==> src/rtl/gla_pkg.sv <==
// Shared widths, register indexes and reset values for the gas level filter alarm.
package gla_pkg;

    localparam int SAMPLE_BITS   = 12;
    localparam int FRACTION_BITS = 8;
    localparam int GAIN_SHIFT    = 8;
    localparam int VALUE_BITS    = SAMPLE_BITS + FRACTION_BITS;
    localparam int GAIN_BITS     = 9;
    localparam int SPER_BITS     = 10;
    localparam int BPER_BITS     = 12;
    localparam int CFG_IDX_BITS  = 3;
    localparam int CFG_DATA_BITS = 12;

    typedef enum logic [CFG_IDX_BITS-1:0] {
        CFG_ALARM_ON  = 3'd0,
        CFG_ALARM_OFF = 3'd1,
        CFG_GAIN      = 3'd2,
        CFG_SPER      = 3'd3,
        CFG_BPER      = 3'd4
    } cfg_idx_t;

    localparam logic [SAMPLE_BITS-1:0] ALARM_ON_RST  = SAMPLE_BITS'(1600);
    localparam logic [SAMPLE_BITS-1:0] ALARM_OFF_RST = SAMPLE_BITS'(1400);
    localparam logic [GAIN_BITS-1:0]   GAIN_RST      = GAIN_BITS'(102);
    localparam logic [SPER_BITS-1:0]   SPER_RST      = SPER_BITS'(50);
    localparam logic [BPER_BITS-1:0]   BPER_RST      = BPER_BITS'(300);

endpackage

==> src/rtl/gas_level_filter_alarm.sv <==
// Gas level filter: exponential moving average, hysteresis alarm and blinking indicator drive.
//
// Usage:
//   s_valid/s_ready carry one request per millisecond tick with the sensor sample.
//   m_valid/m_ready return one result per request: the filtered level, the
//   alarm flag, red/green LED drive, buzzer enable and a filter step marker.
//   cfg_valid/cfg_ready write register cfg_index with cfg_data; cfg_ready is
//   always high and unknown indexes are ignored. Write only while idle.
// Timing:
//   A request accepted into the input register has its result loaded into the
//   output register once that register is free or its result is being taken,
//   and m_valid rises with it. Throughput is one request per cycle while
//   m_ready stays high, set by the combinational multiply-add between the two
//   registers.
// Reset (aresetn low, synchronous): registers return to their default levels,
//   the filter is unseeded, the alarm and red LED are off, counters are zero.
// Stall: while m_ready is low the result holds; the input register still
//   takes one more request, then s_ready drops until the result is taken.
module gas_level_filter_alarm (
    input  logic                              aclk,
    input  logic                              aresetn,
    input  logic                              s_valid,
    output logic                              s_ready,
    input  logic [gla_pkg::SAMPLE_BITS-1:0]   s_sensor_sample,
    output logic                              m_valid,
    input  logic                              m_ready,
    output logic [gla_pkg::SAMPLE_BITS-1:0]   m_filtered_level,
    output logic                              m_alarm_active,
    output logic                              m_red_led,
    output logic                              m_ok_led,
    output logic                              m_buzzer_on,
    output logic                              m_filter_updated,
    input  logic                              cfg_valid,
    output logic                              cfg_ready,
    input  logic [gla_pkg::CFG_IDX_BITS-1:0]  cfg_index,
    input  logic [gla_pkg::CFG_DATA_BITS-1:0] cfg_data
);
    import gla_pkg::*;

    localparam int PROD_BITS = VALUE_BITS + 1 + GAIN_BITS + 1;
    localparam int STEP_BITS = PROD_BITS - GAIN_SHIFT;
    localparam int SUM_BITS  = STEP_BITS + 1;

    logic [SAMPLE_BITS-1:0] on_level_reg, off_level_reg;
    logic [GAIN_BITS-1:0]   gain_reg;
    logic [SPER_BITS-1:0]   sper_reg;
    logic [BPER_BITS-1:0]   bper_reg;

    logic                   in_valid_reg;
    logic [SAMPLE_BITS-1:0] in_sample_reg;

    logic [VALUE_BITS-1:0]  value_reg, value_next;
    logic                   seeded_reg;
    logic                   alarm_reg, alarm_next;
    logic                   red_reg, red_next;
    logic [SPER_BITS-1:0]   scnt_reg, scnt_next;
    logic [BPER_BITS-1:0]   bcnt_reg, bcnt_next;
    logic                   updated_next;

    logic                   out_valid_reg;
    logic [SAMPLE_BITS-1:0] out_level_reg;
    logic                   out_alarm_reg, out_red_reg, out_upd_reg;

    logic                   advance;
    logic [SPER_BITS-1:0]   scnt_inc;
    logic [BPER_BITS-1:0]   bcnt_inc;
    logic [VALUE_BITS-1:0]  target;
    logic signed [VALUE_BITS:0] diff;
    logic signed [PROD_BITS-1:0] prod;
    logic signed [STEP_BITS-1:0] step;
    logic signed [SUM_BITS-1:0]  sum;
    logic [VALUE_BITS-1:0]  stepped;

    assign advance   = in_valid_reg && (!out_valid_reg || m_ready);
    assign s_ready   = !in_valid_reg || advance;
    assign cfg_ready = 1'b1;

    always_ff @(posedge aclk) begin
        if (!aresetn) begin
            on_level_reg  <= ALARM_ON_RST;
            off_level_reg <= ALARM_OFF_RST;
            gain_reg      <= GAIN_RST;
            sper_reg      <= SPER_RST;
            bper_reg      <= BPER_RST;
        end else if (cfg_valid) begin
            case (cfg_idx_t'(cfg_index))
                CFG_ALARM_ON:  on_level_reg  <= cfg_data[SAMPLE_BITS-1:0];
                CFG_ALARM_OFF: off_level_reg <= cfg_data[SAMPLE_BITS-1:0];
                CFG_GAIN:      gain_reg      <= cfg_data[GAIN_BITS-1:0];
                CFG_SPER:      sper_reg      <= cfg_data[SPER_BITS-1:0];
                CFG_BPER:      bper_reg      <= cfg_data[BPER_BITS-1:0];
                default: ;
            endcase
        end
    end

    // Filter step: value + floor(gain * (target - value) / 2^GAIN_SHIFT), clamped
    always_comb begin
        target  = {in_sample_reg, {FRACTION_BITS{1'b0}}};
        diff    = $signed({1'b0, target}) - $signed({1'b0, value_reg});
        prod    = PROD_BITS'(diff) * $signed({1'b0, gain_reg});
        step    = STEP_BITS'(prod >>> GAIN_SHIFT);
        sum     = $signed(SUM_BITS'({1'b0, value_reg})) + SUM_BITS'(step);
        if (sum < 0) begin
            stepped = '0;
        end else if (sum[SUM_BITS-1:VALUE_BITS] != '0) begin
            stepped = '1;
        end else begin
            stepped = sum[VALUE_BITS-1:0];
        end
    end

    always_comb begin
        scnt_inc     = (scnt_reg == '1) ? scnt_reg : scnt_reg + 1'b1;
        bcnt_inc     = (bcnt_reg == '1) ? bcnt_reg : bcnt_reg + 1'b1;
        value_next   = value_reg;
        scnt_next    = scnt_reg;
        bcnt_next    = bcnt_reg;
        updated_next = 1'b0;
        if (!seeded_reg) begin
            value_next = target;
        end else begin
            scnt_next = scnt_inc;
            bcnt_next = bcnt_inc;
            if (scnt_inc >= sper_reg) begin
                value_next   = stepped;
                scnt_next    = '0;
                updated_next = 1'b1;
            end
        end

        alarm_next = alarm_reg;
        if (value_next > {on_level_reg, {FRACTION_BITS{1'b0}}}) begin
            alarm_next = 1'b1;
        end else if (value_next < {off_level_reg, {FRACTION_BITS{1'b0}}}) begin
            alarm_next = 1'b0;
        end

        red_next = 1'b0;
        if (alarm_next) begin
            red_next = red_reg;
            if (bcnt_next >= bper_reg) begin
                bcnt_next = '0;
                red_next  = !red_reg;
            end
        end
    end

    always_ff @(posedge aclk) begin
        if (!aresetn) begin
            in_valid_reg  <= 1'b0;
            out_valid_reg <= 1'b0;
            value_reg     <= '0;
            seeded_reg    <= 1'b0;
            alarm_reg     <= 1'b0;
            red_reg       <= 1'b0;
            scnt_reg      <= '0;
            bcnt_reg      <= '0;
        end else begin
            if (s_ready) begin
                in_valid_reg <= s_valid;
            end
            if (advance) begin
                out_valid_reg <= 1'b1;
                value_reg     <= value_next;
                seeded_reg    <= 1'b1;
                alarm_reg     <= alarm_next;
                red_reg       <= red_next;
                scnt_reg      <= scnt_next;
                bcnt_reg      <= bcnt_next;
            end else if (m_ready) begin
                out_valid_reg <= 1'b0;
            end
        end
    end

    always_ff @(posedge aclk) begin
        if (s_valid && s_ready) begin
            in_sample_reg <= s_sensor_sample;
        end
        if (advance) begin
            out_level_reg <= value_next[VALUE_BITS-1:FRACTION_BITS];
            out_alarm_reg <= alarm_next;
            out_red_reg   <= red_next;
            out_upd_reg   <= updated_next;
        end
    end

    assign m_valid          = out_valid_reg;
    assign m_filtered_level = out_level_reg;
    assign m_alarm_active   = out_alarm_reg;
    assign m_red_led        = out_red_reg;
    assign m_ok_led         = !out_alarm_reg;
    assign m_buzzer_on      = out_red_reg;
    assign m_filter_updated = out_upd_reg;

    a_red_needs_alarm: assert property (@(posedge aclk) disable iff (!aresetn)
        red_reg |-> alarm_reg)
        else $error("red LED lit without alarm");

    a_first_not_updated: assert property (@(posedge aclk) disable iff (!aresetn)
        (advance && !seeded_reg) |=> (m_valid && !m_filter_updated))
        else $error("seeding request reported a filter step");

    a_advance_fills_out: assert property (@(posedge aclk) disable iff (!aresetn)
        advance |=> (out_valid_reg && seeded_reg))
        else $error("output register not loaded after advance");

    a_stall_holds_in: assert property (@(posedge aclk) disable iff (!aresetn)
        (in_valid_reg && !advance) |=> (in_valid_reg && $stable(in_sample_reg)))
        else $error("input register lost a stalled request");

    a_updated_clears_cnt: assert property (@(posedge aclk) disable iff (!aresetn)
        (advance && updated_next) |=> (scnt_reg == '0))
        else $error("sample counter not cleared after filter step");

endmodule

==> config.mk <==
export PLATFORM = sky130hd
export DESIGN_NAME = gas_level_filter_alarm
export DESIGN_NICKNAME = d
export VERILOG_FILES = /design/src/rtl/gla_pkg.sv /design/src/rtl/gas_level_filter_alarm.sv
export SDC_FILE = /design/constraint.sdc
export NUM_CORES = 1
export LEC_CHECK = 0
export BUFFER_PORTS_ARGS = -buffer_cell sky130_fd_sc_hd__buf_2
export CAP_MARGIN = 20
export CORE_MARGIN = 4
export CORE_UTILIZATION = 60
export CTS_CLUSTER_SIZE = 24
export DETAILED_ROUTE_END_ITERATION = 16
export PLACE_DENSITY = 0.76
export SLEW_MARGIN = 20
export SYNTH_ARGS = -nofsm -noshare
export SYNTH_HDL_FRONTEND = slang
export SYNTH_SLANG_ARGS = --single-unit
==> constraint.sdc <==
create_clock -name aclk -period 16.3 [get_ports aclk]
set_clock_uncertainty 0.2 [all_clocks]
set_input_delay 3.26 -clock aclk [delete_from_list [all_inputs] [get_ports aclk]]
set_output_delay 3.26 -clock aclk [all_outputs]
set_load 0.005 [all_outputs]
==> qor.csv <==
stage;metric;value;unit
sta;rsz0062_at_grt;no;
setup_path;arrival;13.31;ns
setup_path;worstPathRequired;16.43;ns
yosys;synth_top_area_cell;fa_1;
floorplan;die_y;165;microns
yosys;syn_nets;2106;
global_routing;grt_pass1_wl;63.0;mm
setup_path;worstSetupEndpointType;flop;
hold_path;min_to;bper_reg[4];
hold_path;hold_path_class;flop to flop;
clock_tree;root_buffer;clkbuf_16;
detailed_routing;drt_wl_total;37.5;mm
yosys;synth_common_cells;nand2_1, inv_1, fa_1;
clock_tree;h-tree-depth;4;
detailed_routing;routedWlPerCell;17.7;microns
sta;setup_tns;0;ns
floorplan;io_pins;52;
detailed_routing;drcViolationCount;0;
sta;slew_violations;0;
place;portBuffers;50;
finish;largest_register_ffs;20;
yosys;synth_edf_count;27;
yosys;yosysSeqAreaShare;19.3;%
sta;hold_viol_final;0;
hold_path;min_path_cells;2;
global_routing;antenna_found_initial;0;
detailed_routing;drt_iter0_drc;919;
global_routing;grt_pass1_vias;12500;
global_routing;track_usage;29.0;%
yosys;yosys_warnings;0;
setup_path;reg2reg_from;value_reg[2];
detailed_routing;detail-route-antenna-nets;0;
sta;slew_headroom;27.5;%
clock_tree;cts_tree;yes;
finish;area_growth;7.36;%
clock_tree;clkSinkCount;129;
clock_tree;ctsResizeCount;0;
setup_path;r2r_cells;49;
job;maxCapViolations;0;
yosys;ys_top_cells_by_area;fa_1, dfxtp_1, ha_1;
yosys;syn-cell-area;14800;sq um
setup_path;setup.worst_path.start_class;flop;
yosys;async_flop_share;0;%
setup_path;reg2reg_setup_slack;3.12;ns
finish;nNetsFinal;2114;
global_routing;grt_max_degree;57;
finish;fin_area;15900;sq um
sta;fmax;75.9;MHz
clock_tree;hold_buffers;0;
yosys;synthCells;1771;
finish;final_cells;2116;
yosys;yosys_most_used_dff;dfxtp_1;
floorplan;rows;57;
outcome;status;completed;
floorplan;start_util;60.8;%
detailed_routing;vias_per_cell;5.85;
setup_path;max_stage_delay;0.63;ns
setup_path;cp_slowest_cell;xnor2_1;
sta;min_period_over_period;80.9;%
floorplan;core_area;24300;sq um
detailed_routing;drtPass1Iterations;6;
clock_tree;ctsLongestPathBuffers;2;
sta;tightestPinTransition;1.08;ns
setup_path;path_max_fanout;15;
setup_path;path_class;flop to flop;
floorplan;chipWidth;165;microns
place;place_hpwl;29.1;mm
yosys;synth_top_area_share;21.3;%
yosys;netlist-cell-type-count;75;
sta;period_minus_slack;13.18;ns
place;routabilityCongestion;1.03;
hold_path;hp-start;bper_reg[4];
floorplan;die-area;27200;sq um
yosys;synth.most_common_cell;nand2_1;
global_routing;grt-ovfl-total;0;
place;place_area;15200;sq um
finish;final_core_util;65.3;%
sta;finalSetupViolations;0;
place;dp.cells;2083;
clock_tree;cts_inserted_buffers;17;
setup_path;reg2reg_to;bcnt_reg[0];
clock_tree;insertion_delay;0.42;ns
yosys;synth-seq-cells;129;
clock_tree;clk_pin_slew;0.06;ns
finish;drive_gt1_share;6.86;%
finish;antenna_cells;0;
clock_tree;post_cts_buffers;0;
detailed_routing;vias;12400;
yosys;syn_area_per_cell;8.35;sq um
==> cell families after synthesis <==
group / share of synthesized area [%]
and+or+nand+nor: 19.4
AOI/OAI and AO/OA: 15.1
buffers and inverters: 8.01
adders and majority gates: 33.6
DFF: 19.3
xor gates and xnor gates: 4.30
muxes: 0.228
other: 0.0254
==> worst max-delay path by stage <==
stage	from	endpoint	slack, ns	depth (start not counted)
finish	value_reg[2]	bcnt_reg[0]	3.12	49
global route	value_reg[2]	bcnt_reg[0]	2.38	49
CTS	value_reg[2]	bcnt_reg[0]	2.83	50
detailed placement	value_reg[2]	bcnt_reg[0]	2.89	50
global placement	value_reg[0]	bcnt_reg[0]	3.30	46
floorplan	value_reg[8]	m_buzzer_on	4.77	53
==> placed cells by master (no fill, tap or decap), types with 46 or more instances in the layout <==
| master | instances |
|---|---|
| ha_1 | 146 |
| nor2_1 | 88 |
| buf_2 | 50 |
| inv_1 | 243 |
| fa_1 | 157 |
| and2_1 | 103 |
| a21oi_1 | 121 |
| xnor2_1 | 50 |
| o21ai_0 | 46 |
| dfxtp_1 | 102 |
| nand2_1 | 287 |
==> critical path, delay by kind of cell (launching register included) <==
| kind | cells | cell delay (ns) |
|---|---|---|
| and+or+nand+nor | 9 | 2.22 |
| xor gates and xnor gates | 2 | 0.86 |
| adders and majority gates | 8 | 3.63 |
| AOI/OAI and AO/OA | 24 | 5.26 |
| buffers and inverters | 6 | 0.53 |
| DFF | 1 | 0.38 |
==> per-layer routing <==
layer  up-vias  wire [microns]  global-route usage, %
li1       5873               -                      -
met1      5968           15900                   39.1
met2       454           18000                   48.7
met3        74            2670                   4.27
met4         0             930                   8.39
met5         -               0                      0
==> area by class of cell <==
cell class / instances / area, sq um
well taps: 324 / 405
clock inverters: 14 / 201
clock buffers: 18 / 450
flip-flops and latches: 129 / 2850
fillers: 2081 / 8440
multi-input cells: 1331 / 10800
repair buffers: 55 / 288
inverters: 245 / 920
==> stage by stage <==
step / hold slack, ns / setup WS, ns
2_1_floorplan: 0.236 / 4.77
3_3_place_gp: 0.243 / 3.30
3_5_place_dp: 0.248 / 2.89
4_1_cts: 0.256 / 2.83
5_1_grt: 0.275 / 2.38
6_report: 0.255 / 3.12
Power is not shown: default switching activity piles up to over one toggle a cycle in this logic, so the estimate is an artifact.
